File: src/rtl/mp2d_ram.sv
// Generic simple dual-port RAM, one write port, one registered read port.
module mp2d_ram #(
   parameter int WIDTH  = 8,
   parameter int DEPTH  = 16,
   localparam int ADDR_W = $clog2(DEPTH)
) (
   input  logic              clock,
   input  logic              wr_en,
   input  logic [ADDR_W-1:0] wr_addr,
   input  logic [WIDTH-1:0]  wr_data,
   input  logic              rd_en,
   input  logic [ADDR_W-1:0] rd_addr,
   output logic [WIDTH-1:0]  rd_data
);

   logic [WIDTH-1:0] mem [DEPTH];
   logic [WIDTH-1:0] rd_data_ff;

   always_ff @(posedge clock) begin
      if (wr_en) begin
         mem[wr_addr] <= wr_data;
      end
      if (rd_en) begin
         rd_data_ff <= mem[rd_addr];
      end
   end

   assign rd_data = rd_data_ff;

endmodule

File: config.mk
export PLATFORM = sky130hd
export DESIGN_NAME = mp2d_ram
export DESIGN_NICKNAME = d
export VERILOG_FILES = /design/src/rtl/mp2d_ram.sv
export SDC_FILE = /design/constraint.sdc
export NUM_CORES = 1
export LEC_CHECK = 0
export BUFFER_PORTS_ARGS = -buffer_cell sky130_fd_sc_hd__buf_2
export CORE_ASPECT_RATIO = 1.4
export CORE_MARGIN = 2
export CORE_UTILIZATION = 60
export DETAILED_ROUTE_END_ITERATION = 6
export PLACE_DENSITY = 0.75
export SYNTH_ARGS = -nofsm -noshare
export SYNTH_HDL_FRONTEND = slang
export SYNTH_SLANG_ARGS = --single-unit
File: constraint.sdc
create_clock -name clock -period 4.25 [get_ports clock]
set_clock_uncertainty 0.15 [all_clocks]
set_input_delay 1.275 -clock clock [delete_from_list [all_inputs] [get_ports clock]]
set_output_delay 1.275 -clock clock [all_outputs]
set_load 0.005 [all_outputs]
## Word level (Yosys, flattened, before mapping)

Memories as Yosys holds them, arrays and structs flattened. A register that Yosys moved wholly into a read port is not among the register bits.
Index checks and enable logic that the tools add are counted.

- Multiplexer cells: 2

Operators by type and width:

| cell | number |
|---|---|
| $mux W1 | 2 |

- Bits in registers: 0
- Bits in writable memories: 128
- Output and inout bits: 8
- Logic and storage cells: 3
- Memories: 1

Memories:

| memory | words | bits a word | read ports | clocked after memory_dff | write ports | line | RTL |
|---|---|---|---|---|---|---|---|
| mem | 16 | 8 | 1 | 1 | 1 | 16 | `logic [WIDTH-1:0] mem [DEPTH];` |

## Longest topological paths before layout

- Depth in word-level cells: 2
- Gate-level depth with buffers: 5
- Gate-level depth less buffers: 3

## Worst setup path after synthesis

OpenSTA, ideal clock, no wires.

- Path kind: input-to-reg
- Start point: in wr_addr[2]
- End point: mem mem[0][0], enable pin
- Setup time: 0.383 ns
- Data arrival time: 2.385 ns
- Required time: 3.717 ns
- Path slack: 1.332 ns
- Stages: 2
- Path buffers: 0
- Path through: or3b_2 -> nor3_1

RTL lines:

| item | line | RTL |
|---|---|---|
| start: declaration | 9 | `input logic [ADDR_W-1:0] wr_addr,` |
| end: declaration | 16 |  |

No word-level cell before the write port.

==> metrics.cfg <==
[timing]
setup_viol = 0
slew_headroom = 0.350
fin_crit_sh = 0.697
fin_crit_ns = 2.96
fmaxAchievable_mhz = 338
timing.final.ws_setup_ns = 1.29
finalHoldViolCount = 0
tns_ns = 0
worst_slew_pin_slew_ns = 0.972
rsz0062_at_grt = no
drv_slew = 0

[placement]
hpwl_um = 6140
place.gp.congestion = 0.741
place_ws_ns = 0.865
portBuffers = 26

[floorplanning]
die_h_um = 114
placementRows = 40
initial_core_util = 0.614
fp.dieW_um = 82.9
io_pins = 27
dieArea_um2 = 9490
core_um2 = 8510

[status]
status = finished, final reports clean

[setup_path]
arrival_ns = 2.96
criticalPathCategory = in -> reg
start_kind = input port
critPathMaxFanout = 16
critical_path_required_ns = 4.25
endpoint_kind = flop

[yosys]
synth_area_um2 = 5230
ys_types = 18
synth_cells = 229
synth_top_area_share = 0.781
synth.area.top_cells = edfxtp_1 (78%), mux4_2 (7.8%), mux4_1 (7.0%)
synthesis.nets = 248
synth_seq_cells = 136
yosysSeqAreaShare = 0.781
post-synth-top-area-cell = edfxtp_1
syn_area_per_cell_um2 = 22.8
ys_warn_count = 0

[grt]
grt_max_degree = 33
grtUsageMet2 = 0.382
track_usage = 0.225
met3_usage = 0.0454
grt_pass1_vias = 2602
top_usage_layer = met2
antenna_found_initial = 0
gr-total-overflow = 0
use_met1 = 0.286
grt_first_pass_wirelength_um = 15000

[cts]
cts_tree = yes
cts_buffers = 17
postCtsSetupRepairBufs = 0
cts.sinks = 136
cts-hold-fix-buffers = 0
cts_max_path_buffers = 2
clock-root-buffer = clkbuf_16
cts_max_level = 4
clkTransAtPathRegs_ns = 0.05
cts-resized-gates = 0
clk-insertion-delay-late_ns = 0.41

[finish]
final_common_cell = edfxtp_1
synthToLayoutAreaGrowth_pct = 14.5
layout.nets = 290
layout-drive-gt1-share = 0.276
final_cell_mix = edfxtp_1 (136), buf_2 (26), mux4_2 (18)
antenna_cells = 0
fillers = 531

[route]
avgViaCountPerCell = 6.26
route.detailed.drc = 0
wirelength_um = 9740
num_vias = 2428
detail-route-antenna-nets = 0
routedWlPerCell_um = 25.1
firstDrtPassIters = 4
initialDrtViolationCount = 206

[power]
p_total_uw = 2920
power_density_nw_per_um2 = 489
ir_drop_uv = 552
total_leakage_power_uw = 0.00201

[worst_hold_path]
hold_path.class = reg -> reg

[run]
cap_violations = 0

-- critical path, cell delays in order --
cell     delay (ns)
buf_2          0.48
buf_4          0.28
mux4_1         0.57
a22oi_1        0.25
nand2_1        0.10
-- cell families after synthesis --
group | count (synthesis) | share of synthesized area
and+or+nand+nor | 35 | 0.0314
AOI/OAI and AO/OA | 16 | 0.0230
DFF | 136 | 0.781
muxes | 32 | 0.148
buffers and inverters | 10 | 0.0165
-- synth_stat cells --
cell / instances
mux4_2: 18
edfxtp_1: 136
nand2b_1: 2
clkdlybuf4s25_2: 3
a22oi_1: 16
buf_4: 1
or3b_2: 1
buf_6: 3
buf_2: 3
nor2_1: 13
nand2_1: 9
nand3_1: 1
mux4_1: 14
and2b_1: 1
nor3_1: 4
and2_1: 1
nand3b_1: 2
nor2b_1: 1
-- sequential cells by signal (all words and copies together) (netlist names) --
signal / count
rd_data: 8
mem: 128
-- report_power, final --
| part | internal, µW | leakage [µW] | switching, µW |
|---|---|---|---|
| clock network | 779 | 0.000259 | 494 |
| registers | 1510 | 0.00124 | 7.23 |
| logic | 55.3 | 0.000514 | 76.9 |
-- final timing paths --
path	from	end	slack [ns]	cells past startpoint
hold / removal	mem[11][3]$_DFFE_PP_	rd_data[3]$_DFFE_PP_	0.60	3
setup / recovery	rd_addr[0]	rd_data[0]$_DFFE_PP_	1.29	5
hold reg to reg	mem[11][3]$_DFFE_PP_	rd_data[3]$_DFFE_PP_	0.60	3
setup reg to reg	mem[1][0]$_DFFE_PP_	rd_data[0]$_DFFE_PP_	2.59	3
-- metrics by stage --
stage               hold WS [ns]  instance area [µm²]   util  cells
floorplan                  0.555                 5230      -    229
global placement           0.582                 5470  0.643    357
detailed placement         0.589                 5470  0.643    357
CTS                        0.606                 5980  0.703    388
global route               0.629                 5980  0.703    388
finish                     0.604                 5980  0.703    388
-- cell type report --
class | count | area (µm²) | area share
multi-input combinational | 83 | 1060 | 0.177
timing repair buffer | 33 | 195 | 0.0326
clock inverter | 14 | 91.3 | 0.0153
sequential | 136 | 4080 | 0.682
tap | 105 | 131 | 0.0220
clock buffer | 17 | 425 | 0.0711
-- per-layer routing --
metal	up-vias	share of wire	wire length [µm]
met4	0	0.0072	70
met5	-	0	0
li1	1068	-	-
met2	86	0.55	5330
met3	7	0.047	460
met1	1267	0.40	3880
No activity file was read; power rests on OpenSTA's default activity.
