--- config.mk ---
export PLATFORM = sky130hd
export DESIGN_NAME = mp2d_maxunit
export DESIGN_NICKNAME = d
export VERILOG_FILES = /design/src/rtl/mp2d_pkg.sv /design/src/rtl/mp2d_maxunit.sv
export SDC_FILE = /design/constraint.sdc
export NUM_CORES = 1
export LEC_CHECK = 0
export BUFFER_PORTS_ARGS = -buffer_cell sky130_fd_sc_hd__buf_2
export CAP_MARGIN = 20
export CORE_ASPECT_RATIO = 1.2
export CORE_MARGIN = 4
export CORE_UTILIZATION = 35
export CTS_CLUSTER_SIZE = 28
export DETAILED_ROUTE_END_ITERATION = 8
export GPL_ROUTABILITY_DRIVEN = 0
export GPL_TIMING_DRIVEN = 0
export MAX_ROUTING_LAYER = met4
export RECOVER_POWER = 100
export SLEW_MARGIN = 20
export SYNTH_ARGS = -nofsm -noshare
export SYNTH_HDL_FRONTEND = slang
export SYNTH_SLANG_ARGS = --single-unit
--- constraint.sdc ---
create_clock -name clock -period 3.05 [get_ports clock]
set_input_delay 0.1525 -clock clock [delete_from_list [all_inputs] [get_ports clock]]
set_output_delay 0.1525 -clock clock [all_outputs]
set_load 0.01 [all_outputs]
--- src/rtl/mp2d_pkg.sv ---
// Shared types, constants and helpers for the int8 2-D max pooling block.
package mp2d_pkg;

   // Default sizing handed to the top-level parameters
   localparam int MAX_WIDTH_DEF   = 256;
   localparam int MAX_HEIGHT_DEF  = 256;
   localparam int KERNEL_ROWS_DEF = 3;
   localparam int KERNEL_COLS_DEF = 3;

   // Field and register widths
   localparam int SAMPLE_W  = 8;
   localparam int IDX_W     = 8;
   localparam int DIM_W     = 9;
   localparam int STRIDE_W  = 4;
   localparam int PAD_W     = 3;
   localparam int CSR_IDX_W = 3;
   localparam int RSP_W     = SAMPLE_W + 2 * IDX_W;

   // Window edge positions: out index * stride + kernel, signed
   localparam int POS_W = 15;

   // Results per input beat
   localparam int RES_MAX = 64;
   localparam int N_W     = $clog2(RES_MAX + 1);

   localparam logic signed [SAMPLE_W-1:0] SAMPLE_MIN = {1'b1, {(SAMPLE_W-1){1'b0}}};

   // Register reset values
   localparam logic [DIM_W-1:0]    IN_HEIGHT_RST   = DIM_W'(8);
   localparam logic [DIM_W-1:0]    IN_WIDTH_RST    = DIM_W'(8);
   localparam logic [DIM_W-1:0]    OUT_HEIGHT_RST  = DIM_W'(4);
   localparam logic [DIM_W-1:0]    OUT_WIDTH_RST   = DIM_W'(4);
   localparam logic [STRIDE_W-1:0] STRIDE_ROWS_RST = STRIDE_W'(2);
   localparam logic [STRIDE_W-1:0] STRIDE_COLS_RST = STRIDE_W'(2);
   localparam logic [PAD_W-1:0]    PAD_TOP_RST     = '0;
   localparam logic [PAD_W-1:0]    PAD_LEFT_RST    = '0;

   typedef logic signed [POS_W-1:0] pos_type;

   typedef enum logic [CSR_IDX_W-1:0] {
      REG_IN_HEIGHT,
      REG_IN_WIDTH,
      REG_OUT_HEIGHT,
      REG_OUT_WIDTH,
      REG_STRIDE_ROWS,
      REG_STRIDE_COLS,
      REG_PAD_TOP,
      REG_PAD_LEFT
   } csr_reg_type;

   typedef enum logic [2:0] {
      S_IDLE,
      S_ROW_ADV,
      S_COL_ADV,
      S_ROW_CHK,
      S_COL_CHK,
      S_SCAN,
      S_OUT
   } ctrl_state_type;

   typedef enum logic [1:0] {
      U_IDLE,
      U_READ,
      U_WAIT,
      U_DONE
   } unit_state_type;

   typedef struct packed {
      logic busy;
      logic done;
   } unit_status_type;

   // Does a window whose last row (col) sits at x fire at position p?
   // Windows hanging off either edge are clamped onto the edge row (col).
   function automatic logic pos_match(pos_type x, pos_type p, pos_type p_last);
      return (x == p) ||
             ((p == pos_type'(0)) && (x < pos_type'(0))) ||
             ((p == p_last) && (x > p_last));
   endfunction

endpackage

--- src/rtl/mp2d_maxunit.sv ---
// Window scanner: walks one pooling window through the line store, one read a cycle,
// and keeps the running maximum in a single shared compare unit.
module mp2d_maxunit import mp2d_pkg::*; #(
   parameter int MAX_WIDTH   = MAX_WIDTH_DEF,
   parameter int MAX_HEIGHT  = MAX_HEIGHT_DEF,
   parameter int KERNEL_ROWS = KERNEL_ROWS_DEF,
   localparam int ROW_W  = $clog2(MAX_HEIGHT),
   localparam int COL_W  = $clog2(MAX_WIDTH),
   localparam int ADDR_W = $clog2(KERNEL_ROWS * MAX_WIDTH)
) (
   input  logic                       clock,
   input  logic                       reset,
   input  logic                       start,
   input  logic [ROW_W-1:0]           row_lo,
   input  logic [ROW_W-1:0]           row_hi,
   input  logic [COL_W-1:0]           col_lo,
   input  logic [COL_W-1:0]           col_hi,
   input  logic [ADDR_W-1:0]          base,
   output logic                       rd_en,
   output logic [ADDR_W-1:0]          rd_addr,
   input  logic [SAMPLE_W-1:0]        rd_data,
   output logic signed [SAMPLE_W-1:0] max_value,
   output unit_status_type            status
);

   localparam logic [ADDR_W-1:0] ROW_STEP  = ADDR_W'(MAX_WIDTH);
   localparam logic [ADDR_W-1:0] LAST_BASE = ADDR_W'((KERNEL_ROWS - 1) * MAX_WIDTH);

   unit_state_type              st_ff, st_in;
   logic [ROW_W-1:0]            ih_ff, ih_in;
   logic [COL_W-1:0]            iw_ff, iw_in;
   logic [ADDR_W-1:0]           base_ff, base_in;
   logic [ROW_W-1:0]            row_lo_ff, row_lo_in;
   logic [COL_W-1:0]            col_lo_ff, col_lo_in;
   logic [COL_W-1:0]            col_hi_ff, col_hi_in;
   logic                        pend_ff, pend_in;
   logic signed [SAMPLE_W-1:0]  max_ff, max_in;
   logic signed [SAMPLE_W-1:0]  rd_sample;
   logic                        last_col;
   logic                        last_row;

   assign rd_sample = $signed(rd_data);
   assign last_col  = (iw_ff == col_hi_ff);
   assign last_row  = (ih_ff == row_lo_ff);

   // Next state
   always_comb begin
      st_in = st_ff;
      unique case (st_ff)
         U_IDLE: begin
            if (start) st_in = U_READ;
         end
         U_READ: begin
            if (last_col && last_row) st_in = U_WAIT;
         end
         U_WAIT: st_in = U_DONE;
         U_DONE: st_in = U_IDLE;
         default: st_in = U_IDLE;
      endcase
   end

   // Datapath
   always_comb begin
      ih_in     = ih_ff;
      iw_in     = iw_ff;
      base_in   = base_ff;
      row_lo_in = row_lo_ff;
      col_lo_in = col_lo_ff;
      col_hi_in = col_hi_ff;
      max_in    = max_ff;
      pend_in   = (st_ff == U_READ);
      rd_en     = (st_ff == U_READ);
      rd_addr   = base_ff + ADDR_W'(iw_ff);

      // read data lands in the cycle after its address
      if (pend_ff && (rd_sample > max_ff)) begin
         max_in = rd_sample;
      end

      unique case (st_ff)
         U_IDLE: begin
            if (start) begin
               ih_in     = row_hi;
               iw_in     = col_lo;
               base_in   = base;
               row_lo_in = row_lo;
               col_lo_in = col_lo;
               col_hi_in = col_hi;
               max_in    = SAMPLE_MIN;
            end
         end
         U_READ: begin
            if (!last_col) begin
               iw_in = iw_ff + COL_W'(1);
            end else if (!last_row) begin
               // step up one row, line store slots wrap
               iw_in   = col_lo_ff;
               ih_in   = ih_ff - ROW_W'(1);
               base_in = (base_ff == '0) ? LAST_BASE : base_ff - ROW_STEP;
            end
         end
         U_WAIT, U_DONE: begin
         end
         default: begin
         end
      endcase
   end

   always_ff @(posedge clock) begin
      if (reset) begin
         st_ff   <= U_IDLE;
         pend_ff <= 1'b0;
      end else begin
         st_ff   <= st_in;
         pend_ff <= pend_in;
      end
      ih_ff     <= ih_in;
      iw_ff     <= iw_in;
      base_ff   <= base_in;
      row_lo_ff <= row_lo_in;
      col_lo_ff <= col_lo_in;
      col_hi_ff <= col_hi_in;
      max_ff    <= max_in;
   end

   assign max_value   = max_ff;
   assign status.busy = (st_ff != U_IDLE);
   assign status.done = (st_ff == U_DONE);

endmodule

* Word level (Yosys, flattened, before mapping)
Index checks and enable logic that the tools add are counted.
** Cells by class
- $add $sub $neg :: 4
- $lt $le $gt $ge :: 1
- Equality and inequality tests :: 10
- Multiplexer cells :: 19
- Reductions and logical operators :: 10
** Operators by type and width (count)
- 8-bit 2-to-1 mux :: 9
- 10-bit 2-to-1 mux :: 4
- 8-bit one-hot mux with 2 select lines :: 2
- 10-bit one-hot mux with 2 select lines :: 1
- 8-bit == test :: 2
- 10-bit by 8-bit adder with 10-bit output :: 1
- 10-bit logical NOT :: 1
- 10-bit by 9-bit subtractor with 10-bit output, second input constant :: 1
- 8-bit by 1-bit adder with 8-bit output, second input constant :: 1
- 8-bit greater-than comparator :: 1
- 2-bit one-hot mux with 4 select lines :: 1
- 8-bit by 1-bit subtractor with 8-bit output, second input constant :: 1
- 2-bit == test, second input constant :: 2
- 2-bit 2-to-1 mux :: 2
- 2-bit by 1-bit inequality test with 1-bit output, second input constant :: 2
- 2-bit inequality test, second input constant :: 2
- 2-bit AND reduction :: 2
- 4-bit AND reduction :: 1
- 2-bit nonzero test :: 2
- 3-bit inequality test, second input constant :: 1
- 3-bit AND reduction :: 1
- 2-bit by 1-bit == test with 1-bit output, second input constant :: 1
- 1-bit logical AND :: 2
- 2-bit logical NOT :: 1
** Storage, ports and cells
- Flip-flop bits (word level) :: 61
- Input port bits :: 53
- Word-level logic and storage cells :: 53

* Longest topological paths before layout
Gate-level depths: netlist of run 1.
- Word-level depth :: 5
- Mapped depth :: 8

* Worst setup path after synthesis of run 1
No wires, ideal clock.
- Path type :: reg2reg
- From :: reg iw_ff[5]
- To :: reg base_ff[8], enable pin
- Library setup time :: 0.380 ns
- Arrival :: 1.871 ns
- Slack :: 0.799 ns
- Stages on the path, launching flop included :: 7
- Path through :: edfxtp_1 > xnor2_1 > nand4_1 > or2_1 > buf_6 > a21o_1 > a21oi_1
** Between the ends
- Cells in the longest elaborated chain, start to end :: 3
** RTL lines
- start: declaration :: RTL line mp2d_maxunit.sv:31 : logic [COL_W-1:0] iw_ff, iw_in;
- start signal: assignment :: RTL line mp2d_maxunit.sv:118 : iw_ff <= iw_in;
- 8-bit == test :: RTL line mp2d_maxunit.sv:43 : assign last_col = (iw_ff == col_hi_ff);
- 2-bit by 1-bit inequality test with 1-bit output (no source line)
- 4-bit AND reduction (no source line)
- end signal: assignment :: RTL line mp2d_maxunit.sv:119 : base_ff <= base_in;
- end: declaration :: RTL line mp2d_maxunit.sv:32 : logic [ADDR_W-1:0] base_ff, base_in;
Every way passes these cells.
A chain may end at the register's enable or synchronous reset.

* Worst setup path in the final report of run 1
- From :: reg iw_ff[4]
- To :: reg ih_ff[3], enable pin
** Between the ends
- Cells in the longest elaborated chain, start to end :: 3
** RTL lines
- 8-bit == test :: RTL line mp2d_maxunit.sv:43
- 2-bit by 1-bit inequality test with 1-bit output (no source line)
- 4-bit AND reduction (no source line)
- end signal: assignment :: RTL line mp2d_maxunit.sv:117 : ih_ff <= ih_in;
- end: declaration :: RTL line mp2d_maxunit.sv:30 : logic [ROW_W-1:0] ih_ff, ih_in;
Every way passes these cells.

==> flow_metrics.env, run 1 <==
export IMPL_startpoint_type="flop"
export IMPL_hold_ws_ns=0.0178
export IMPL_design_core_area_um2=9520
export IMPL_port_buffers=73
export IMPL_final_area_um2=4340
export IMPL_stdcell_count=541
export IMPL_drt_wirelength_per_cell_um=14.4
export IMPL_drive_gt1_frac=0.165
export IMPL_post_route_period_util=0.911
export IMPL_gr_usage_all_layers=0.149
export IMPL_required_ns=3.00
export IMPL_synth_area_leaders="edfxtp_1, ha_1, dfxtp_1"
export IMPL_arrival_ns=2.73
export IMPL_synth_area_um2=3400
export IMPL_clk_latency_ns=0.33
export IMPL_dp_cells=508
export IMPL_hold_path_depth=1
export IMPL_setup_violations=0
export IMPL_fin_nets=490
export IMPL_dieArea_um2=11400
export IMPL_clock_fmax_mhz=360
export IMPL_drtAntennaViolNets=0
export IMPL_synthArstFlopShare=0
export IMPL_cp_end_kind="flop"
export IMPL_antenna_cells=0
export IMPL_worstPathMaxFanout=10
export IMPL_clock_sinks=61
export IMPL_rsz0062_at_grt="no"
export IMPL_yosys_warnings=0
export IMPL_cts_buffers=9
export IMPL_relSlewSlack=0.342
export IMPL_setup_worst_path_class="flop to flop"
export IMPL_yosys_area_top_type_share=0.441
export IMPL_p_leak_nw=1.72
export IMPL_grt_ovfl_total=0
export IMPL_dieWidth_um=98.0
export IMPL_slew_violations=0
export IMPL_cts_setup_buffers=0
export IMPL_cts_tree="done"
export IMPL_die_h_um=116
export IMPL_worstHoldStart="col_lo[4]"
export IMPL_skew_ns=0.00518
export IMPL_dr_total_vias=2620
export IMPL_multi_input_area_um2=1530
export IMPL_synth_main_ff_cell="edfxtp_1"
export IMPL_ys_seq_area_frac=0.506
export IMPL_hpwl_mm=6.03
export IMPL_initial_core_util=0.358
export IMPL_regToRegEndpoint="ih_ff[3]$_DFFE_PP_"
export IMPL_grt_max_degree=18
export IMPL_first_pass_iters=4
export IMPL_ys_ff_latch=61
export IMPL_min_to="col_lo_ff[4]$_DFFE_PP_"
export IMPL_min_path_type="primary input to flop"
export IMPL_yosysMostFrequentCell="edfxtp_1"
export IMPL_wl_mm=7.81
export IMPL_placed_area_um2=3950
export IMPL_rows=39
export IMPL_drc=0
export IMPL_htreeDepth=3
export IMPL_synthCells=311
export IMPL_synth_avg_cell_area_um2=10.9
export IMPL_viasPerCell=4.84
export IMPL_ir_drop_mv=0.503
export IMPL_status="finished, final reports clean"
export IMPL_r2r_start="iw_ff[4]$_DFFE_PP_"
export IMPL_fin_crit_ns=2.78
export IMPL_cts_clk_slew_worst_paths_ns=0.05
export IMPL_worstMarginPinSlew_ns=0.987
export IMPL_synth_cell_type_count=48
export IMPL_cap_violations=0
export IMPL_antenna_found_initial=0
export IMPL_total_power_mw=4.82
export IMPL_syn_nets=388
export IMPL_drt_first_iter_violations=139
export IMPL_ff_latch_area_um2=1720
export IMPL_grt_pass1_vias=2723
export IMPL_synth_edff_count=50
export IMPL_synth_top_cells_by_count="edfxtp_1, inv_1, a21oi_1"
export IMPL_synth_top_cell_by_area="edfxtp_1"
export IMPL_cts_root_buf="clkbuf_16"
export IMPL_worst_r2r_setup_slack_ns=0.27
export IMPL_nFillCells=949
export IMPL_tns_ns=0
export IMPL_r2r_cells=6
export IMPL_area_delta_synth_final_pct=27.5
export IMPL_clock_path_buffers=2
export IMPL_p_per_area_nw_per_um2=1110
export IMPL_io_pins=74
export IMPL_hold_violations=0
export IMPL_grt_first_pass_wirelength_mm=12.7
-- sequential cells by signal, summed over array words and instances, names as in the netlist --
register   flops
row_lo_ff      8
col_lo_ff      8
max_value      8
pend_ff        1
col_hi_ff      8
ih_ff          8
base_ff       10
iw_ff          8
st_ff          2
-- cells by family (layout without fill, tap and decap cells) --
group | after synthesis | after routing | share of synthesized area
xor gates and xnor gates | 35 | 35 | 0.0900
and+or+nand+nor | 81 | 81 | 0.128
buffers and inverters | 33 | 140 | 0.0408
AOI/OAI and AO/OA | 72 | 72 | 0.130
muxes | 5 | 5 | 0.0151
DFF | 61 | 61 | 0.506
adders and majority gates | 24 | 24 | 0.0904
-- report_power, final --
group          switching, mW  internal, mW
combinational           1.29         0.907
sequential             0.287          1.36
clock                  0.354         0.625
-- how the worst max path moves through the flow --
| stage | start | endpoint | cells past startpoint |
|---|---|---|---|
| after floorplan | iw_ff[5]$_DFFE_PP_ | base_ff[8]$_DFFE_PP_ | 6 |
| after global placement | iw_ff[4]$_DFFE_PP_ | ih_ff[4]$_DFFE_PP_ | 6 |
| after detailed placement | iw_ff[6]$_DFFE_PP_ | ih_ff[3]$_DFFE_PP_ | 6 |
| after CTS | iw_ff[6]$_DFFE_PP_ | ih_ff[3]$_DFFE_PP_ | 6 |
| after global routing | iw_ff[6]$_DFFE_PP_ | ih_ff[0]$_DFFE_PP_ | 6 |
| final | iw_ff[4]$_DFFE_PP_ | ih_ff[3]$_DFFE_PP_ | 6 |
-- timing repair --
item / CTS / global route
hold buffers: 16 / 1
resized for setup: 0 / 0
hold endpoints to repair: 16 / 1
-- critical path, stage by stage (launching register included) --
cell and delay, ns:
edfxtp_1 0.50, xnor2_1 0.19, nand4_1 0.27, or2_1 0.32, buf_6 0.15, a21o_1 0.18
a21oi_1 0.79
-- per-stage QoR --
stage | setup WS [ns] | utilization
floorplan | 0.799 | -
global placement | 0.295 | 0.412
detailed placement | 0.202 | 0.415
CTS | 0.196 | 0.463
global route | 0.0489 | 0.456
finish | 0.271 | 0.456
-- per-layer routing --
| metal | routed length [µm] | vias up | part of all wire | GRT usage |
|---|---|---|---|---|
| li1 | - | 1329 | - | - |
| met1 | 3290 | 1209 | 0.42 | 0.167 |
| met2 | 3920 | 71 | 0.50 | 0.249 |
| met3 | 448 | 11 | 0.057 | 0.0343 |
| met4 | 146 | 0 | 0.019 | 0.0729 |
| met5 | 0 | - | 0 | - |
-- final cells by class --
type,instances,share of cell area
Buffer,7,0.00951
Clock buffer,9,0.0519
Clock inverter,7,0.0153
Inverter,26,0.0225
Multi-Input combinational cell,217,0.352
Sequential cell,61,0.397
Tap cell,123,0.0355
Timing Repair Buffer,91,0.117
-- placed cells by master (no fill, tap or decap), types with 9 or more instances in the layout --
| cell | synthesis | routed |
|---|---|---|
| a21oi_1 | 24 | 24 |
| edfxtp_1 | 50 | 50 |
| ha_1 | 23 | 23 |
| dfxtp_1 | 11 | 11 |
| clkbuf_1 | 4 | 31 |
| clkbuf_16 | 0 | 9 |
| inv_1 | 25 | 25 |
| o21ai_0 | 21 | 21 |
| nand3_1 | 13 | 13 |
| dlygate4sd3_1 | 0 | 17 |
| nand2_1 | 11 | 11 |
| buf_2 | 0 | 48 |
| xor2_1 | 12 | 12 |
| nor2_1 | 18 | 18 |
| xnor2_1 | 23 | 23 |
| nor2b_1 | 11 | 11 |
(Power assumes the default switching activity.)
==> inputs of run 2 (changes only) <==
--- a/config.mk
+++ b/config.mk
@@ -8,7 +8,7 @@
 export BUFFER_PORTS_ARGS = -buffer_cell sky130_fd_sc_hd__buf_2
 export CAP_MARGIN = 20
 export CORE_ASPECT_RATIO = 1.2
-export CORE_MARGIN = 4
+export CORE_MARGIN = 2
 export CORE_UTILIZATION = 35
 export CTS_CLUSTER_SIZE = 28
 export DETAILED_ROUTE_END_ITERATION = 8
==> run 2 against run 1 <==
Sequential cell count unchanged; sequential share of layout area is the same; core utilization unchanged; combinational power is essentially flat; wire length shrank 5.0%; register-to-register slack better by 0.02 ns; die area shrank 7.4%; clock-buffer cell count increased by 1; maximum frequency up 0.69%; worst hold slack lost 0.0056 ns; clock power rose by 8%; sequential power hardly changed; largest cell class unchanged; highest routed layer unchanged.
==> flow_metrics.env, run 2 (synthesis gave the netlist of run 1 again) <==
export IMPL_cts_tree="done"
export IMPL_top_usage_layer="met2"
export IMPL_gr_usage_all_layers=0.155
export IMPL_drive_gt1_frac=0.156
export IMPL_cap_violations=0
export IMPL_grt_pass1_vias=2623
export IMPL_critical_path_cell_count=6
export IMPL_grt_ovfl_total=0
export IMPL_p_per_area_nw_per_um2=1120
export IMPL_io_pins=74
export IMPL_grt_max_degree=18
export IMPL_worstMarginPinSlew_ns=1.02
export IMPL_tns_ns=0
export IMPL_relSlewSlack=0.322
export IMPL_clock_path_buffers=2
export IMPL_critical_path_buf_inv_count=1
export IMPL_clock_sinks=61
export IMPL_worstPathMaxFanout=10
export IMPL_port_buffers=73
export IMPL_drtAntennaViolNets=0
export IMPL_mostFrequentLayoutCells="edfxtp_1, buf_2, clkbuf_1, inv_1, a21oi_1"
export IMPL_dieWidth_um=94.0
export IMPL_layout_commonest_cell="edfxtp_1"
export IMPL_htreeDepth=3
export IMPL_setup_worst_path_class="flop to flop"
export IMPL_setup_violations=0
export IMPL_status="finished, final reports clean"
export IMPL_fin_nets=489
export IMPL_drt_wirelength_per_cell_um=13.7
export IMPL_hold_path_depth=1
export IMPL_clk_latency_ns=0.33
export IMPL_globalRouteMet3Util=0.0268
export IMPL_cts_resized_gates=0
export IMPL_die_h_um=112
export IMPL_startpoint_type="flop"
export IMPL_wl_mm=7.42
export IMPL_met1_usage=0.188
export IMPL_worstPathCellList="xnor2_1 -> nand4_1 -> or2_0 -> buf_6 -> a21o_1 -> a21oi_1"
export IMPL_cts_root_buf="clkbuf_16"
export IMPL_use_met2=0.244
export IMPL_cp_end_kind="flop"
export IMPL_clock_fmax_mhz=362
export IMPL_cts_clk_slew_worst_paths_ns=0.05
export IMPL_critical_path_top_delay_family="compound AO/OA/AOI/OAI gates"
export IMPL_slowest_delay_ns=0.81
export IMPL_p_leak_nw=1.72
export IMPL_arrival_ns=2.71
export IMPL_largest_register_ffs=10
export IMPL_rows=39
export IMPL_cts_buffers=9
export IMPL_skew_ns=0.00719
export IMPL_r2r_cells=6
export IMPL_fin_crit_ns=2.76
export IMPL_required_ns=3.00
export IMPL_initial_core_util=0.358
export IMPL_min_path_type="primary input to flop"
export IMPL_antenna_found_initial=0
export IMPL_drc=0
export IMPL_hold_violations=0
export IMPL_hold_ws_ns=0.0122
export IMPL_cpMaxStageDelayCell="a21oi_1"
export IMPL_regMostFlops="base_ff"
export IMPL_slew_violations=0
export IMPL_design_core_area_um2=9520
export IMPL_hpwl_mm=5.66
export IMPL_first_pass_iters=4
export IMPL_ir_drop_mv=0.430
export IMPL_area_delta_synth_final_pct=27.5
export IMPL_rsz0062_at_grt="no"
export IMPL_grt_first_pass_wirelength_mm=12.2
export IMPL_nFillCells=939
export IMPL_drt_first_iter_violations=68
export IMPL_antenna_cells=0
export IMPL_post_route_period_util=0.905
export IMPL_viasPerCell=4.79
export IMPL_dieArea_um2=10500
export IMPL_total_power_mw=4.88
export IMPL_dr_total_vias=2589
==> run 2: cell types whose count changed in the layout (fill, tap and decap cells not counted) <==
cell           previous run  this run
a2111oi_0                 0         1
clkinv_4                  1         0
clkbuf_1                 31        35
or2_0                     0         1
a2111oi_1                 1         0
or2_1                     1         0
bufinv_16                 1         2
dlygate4sd3_1            17        16
clkinv_2                  1         2
clkinvlp_4                2         0
buf_2                    48        45
==> run 2: worst reg2reg max path, cell delays in order, from the launching register on <==
cell and delay (ns):
edfxtp_1 0.51, xnor2_1 0.18, nand4_1 0.25, or2_0 0.31, buf_6 0.15, a21o_1 0.17, a21oi_1 0.81
==> run 2: what timing repair did <==
action / 4_1_cts / 5_1_grt
hold endpoints to repair: 16 / 0
hold buffers: 16 / 0
buffers inserted: 0 / 0
==> run 2: through the flow <==
stage	utilization	setup WS (ns)	area, µm²	std cells
3_3_place_gp	0.412	0.294	3920	507
6_report	0.456	0.290	4340	540
5_1_grt	0.456	0.0739	4340	540
3_5_place_dp	0.415	0.241	3950	508
2_1_floorplan	-	0.799	3400	311
4_1_cts	0.464	0.220	4420	540
==> run 2: final timing paths <==
| check | from | end | slack, ns |
|---|---|---|---|
| hold / removal | col_lo[4] | col_lo_ff[4]$_DFFE_PP_ | 0.01 |
| setup / recovery | iw_ff[4]$_DFFE_PP_ | ih_ff[1]$_DFFE_PP_ | 0.29 |
| setup reg to reg | iw_ff[4]$_DFFE_PP_ | ih_ff[1]$_DFFE_PP_ | 0.29 |
| hold reg to reg | max_value[1]$_DFF_P_ | max_value[1]$_DFF_P_ | 0.48 |
==> run 2: final cells by class <==
| type | instances | area, µm² | area share |
|---|---|---|---|
| clock buffer | 10 | 229 | 0.0528 |
| buffer | 7 | 41.3 | 0.00951 |
| multi-input combinational | 217 | 1530 | 0.351 |
| inverter | 26 | 97.6 | 0.0225 |
| timing repair buffer | 90 | 494 | 0.114 |
| clock inverter | 6 | 77.6 | 0.0179 |
| sequential | 61 | 1720 | 0.397 |
| tap | 123 | 154 | 0.0355 |
==> run 2: metal layers <==
layer	part of all wire	wire length, µm
met1	0.44	3250
met2	0.49	3630
met3	0.045	336
met4	0.027	202
met5	0	0
==> run 2: where the power goes <==
group	internal, mW	total (mW)	switching [mW]
sequential	1.36	1.65	0.291
combinational	0.904	2.17	1.27
clock	0.706	1.06	0.351
==> inputs of run 3 (changes only) <==
--- a/config.mk
+++ b/config.mk
@@ -7,6 +7,8 @@
 export LEC_CHECK = 0
 export BUFFER_PORTS_ARGS = -buffer_cell sky130_fd_sc_hd__buf_2
 export CAP_MARGIN = 20
+export CELL_PAD_IN_SITES_DETAIL_PLACEMENT = 1
+export CELL_PAD_IN_SITES_GLOBAL_PLACEMENT = 1
 export CORE_ASPECT_RATIO = 1.2
 export CORE_MARGIN = 2
 export CORE_UTILIZATION = 35
@@ -15,6 +17,7 @@
 export GPL_ROUTABILITY_DRIVEN = 0
 export GPL_TIMING_DRIVEN = 0
 export MAX_ROUTING_LAYER = met4
+export PLACE_DENSITY_LB_ADDON = 0.1
 export RECOVER_POWER = 100
 export SLEW_MARGIN = 20
 export SYNTH_ARGS = -nofsm -noshare
==> run 3 against run 2 <==
Global-route usage up 1.8 points; clock-buffer cell count shrank 1; cell area unchanged; combinational power hardly changed; critical path depth unchanged; clock skew decreased by 0.0013 ns; die area unchanged; critical path type unchanged; largest power group unchanged.
==> flow_metrics.env, run 3 (synthesis gave the netlist of run 1 again) <==
export IMPL_status="finished, final reports clean"
export IMPL_timing_final_ws_setup_ns=0.239
export IMPL_pwr_share_seq=0.331
export IMPL_cts_root_buf="clkbuf_16"
export IMPL_drc=0
export IMPL_cts_setup_buffers=0
export IMPL_critPathLaunch="iw_ff[4]$_DFFE_PP_"
export IMPL_clkPwrFrac=0.232
export IMPL_area_delta_synth_final_pct=27.5
export IMPL_clock_path_buffers=2
export IMPL_setup_worst_path_class="flop to flop"
export IMPL_setup_violations=0
export IMPL_antenna_cells=0
export IMPL_p_per_area_nw_per_um2=1160
export IMPL_die_h_um=112
export IMPL_clock_fmax_mhz=356
export IMPL_cts_hold_buffers=14
export IMPL_viasPerCell=4.94
export IMPL_gr_usage_all_layers=0.174
export IMPL_slowest_delay_ns=0.80
export IMPL_ir_drop_mv=0.416
export IMPL_layout_commonest_cell="edfxtp_1"
export IMPL_regMostFlops="base_ff"
export IMPL_swShare=0.391
export IMPL_grt_max_degree=33
export IMPL_regToRegEndpoint="base_ff[8]$_DFFE_PP_"
export IMPL_tns_ns=0
export IMPL_cts_resized_gates=0
export IMPL_drt_wirelength_per_cell_um=15.4
export IMPL_fin_nets=486
export IMPL_cap_violations=0
export IMPL_hpwl_mm=6.22
export IMPL_worstMarginPinSlew_ns=1.30
export IMPL_hold_violations=0
export IMPL_dieWidth_um=94.0
export IMPL_placed_area_um2=3930
export IMPL_r2r_cells=6
export IMPL_worstPathCellList="xnor2_1 -> nand4_1 -> or2_0 -> buf_6 -> a21o_1 -> a21oi_1"
export IMPL_switchingPower_mw=1.96
export IMPL_dp_cells=507
export IMPL_nFillCells=1089
export IMPL_drt_first_iter_violations=60
export IMPL_worstPathMaxFanout=10
export IMPL_mostFrequentLayoutCells="edfxtp_1, buf_2, clkbuf_1, inv_1, a21oi_1"
export IMPL_comb_power_share=0.437
export IMPL_fin_crit_ns=2.81
export IMPL_required_ns=3.00
export IMPL_largest_register_ffs=10
export IMPL_grt_pass1_vias=2765
export IMPL_arrival_ns=2.76
export IMPL_io_pins=74
export IMPL_crit_path_end="base_ff[8]$_DFFE_PP_"
export IMPL_clk_latency_ns=0.33
export IMPL_p_leak_nw=1.72
export IMPL_cts_tree="done"
export IMPL_rsz0062_at_grt="no"
export IMPL_first_pass_iters=4
export IMPL_grt_first_pass_wirelength_mm=13.5
export IMPL_antenna_found_initial=0
export IMPL_rows=39
export IMPL_htreeDepth=3
export IMPL_hold_ws_ns=0.0121
export IMPL_pre_cts_slack_ns=0.175
export IMPL_cts_clk_slew_worst_paths_ns=0.05
export IMPL_wl_mm=8.29
export IMPL_cts_buffers=9
export IMPL_slew_violations=0
export IMPL_final_area_um2=4340
export IMPL_dieArea_um2=10500
export IMPL_initial_core_util=0.358
export IMPL_drtAntennaViolNets=0
export IMPL_grt_ovfl_total=0
export IMPL_clock_sinks=61
export IMPL_port_buffers=73
export IMPL_r2r_start="iw_ff[4]$_DFFE_PP_"
export IMPL_stdcell_count=537
export IMPL_dr_total_vias=2654
export IMPL_drive_gt1_frac=0.155
export IMPL_p_int_mw=3.06
export IMPL_startpoint_type="flop"
export IMPL_worst_r2r_setup_slack_ns=0.24
export IMPL_design_core_area_um2=9520
export IMPL_relSlewSlack=0.131
export IMPL_skew_ns=0.00590
export IMPL_cp_end_kind="flop"
export IMPL_cpMaxStageDelayCell="a21oi_1"
export IMPL_post_route_period_util=0.922
export IMPL_min_path_type="primary input to flop"
run 3: cell count changes in the layout (fill, tap and decap cells not counted), sizes merged:
cell         delta
dlygate4sd3     -2
inv             +1
clkinvlp        +2
bufinv          +1
buf             -2
clkinv          -3
run 3: layout make-up:
class                           instances  area, µm²  share of cell area
Buffer                                  7       41.3             0.00951
Clock buffer                            9        225              0.0519
Clock inverter                          7        114              0.0262
Inverter                               26       97.6              0.0225
Multi-Input combinational cell        217       1520               0.350
Sequential cell                        61       1720               0.397
Tap cell                              123        154              0.0355
Timing Repair Buffer                   87        468               0.108
run 3: critical path, delay by kind of cell (launching register included):
kind	cells	cell delay (ns)
AO/OA/AOI/OAI	2	0.98
flip-flops	1	0.52
XOR/XNOR	1	0.19
buffers and inverters	1	0.16
AND/OR/NAND/NOR	2	0.59
run 3: power groups by stage:
| stage | logic (mW) | registers, mW | clock network, mW |
|---|---|---|---|
| final | 2.19 | 1.66 | 1.16 |
| after global routing | 2.50 | 1.71 | 1.22 |
| after CTS | 2.33 | 1.67 | 1.18 |
| after detailed placement | 2.31 | 1.68 | 0 |
| after global placement | 2.24 | 1.68 | 0 |
| after floorplan | 1.62 | 1.58 | 0 |
run 3: worst min path at each step:
| stage | depth (start not counted) | slack (ns) | startpoint | to |
|---|---|---|---|---|
| 4_1_cts | 1 | 0.005 | col_lo[6] | col_lo_ff[6]$_DFFE_PP_ |
| 5_1_grt | 1 | 0.003 | col_hi[1] | col_hi_ff[1]$_DFFE_PP_ |
| 2_1_floorplan | 1 | 0.23 | reset | pend_ff$_SDFF_PP0_ |
| 3_5_place_dp | 1 | 0.33 | col_hi[2] | col_hi_ff[2]$_DFFE_PP_ |
| 6_report | 1 | 0.01 | col_hi[1] | col_hi_ff[1]$_DFFE_PP_ |
| 3_3_place_gp | 1 | 0.33 | row_lo[4] | row_lo_ff[4]$_DFFE_PP_ |
run 3: per-stage QoR:
stage               utilization  power (mW)
finish                    0.456        5.02
global route              0.456        5.43
CTS                       0.463        5.19
detailed placement        0.412        3.99
global placement          0.412        3.92
floorplan                     -        3.20
run 3: per-layer routing:
metal / wire length [µm] / global-route usage / up-vias / part of all wire
li1: - / - / 1324 / -
met1: 3680 / 0.204 / 1270 / 0.44
met2: 4190 / 0.286 / 53 / 0.51
met3: 323 / 0.0443 / 7 / 0.039
met4: 99 / 0.0657 / 0 / 0.012
met5: 0 / - / - / 0
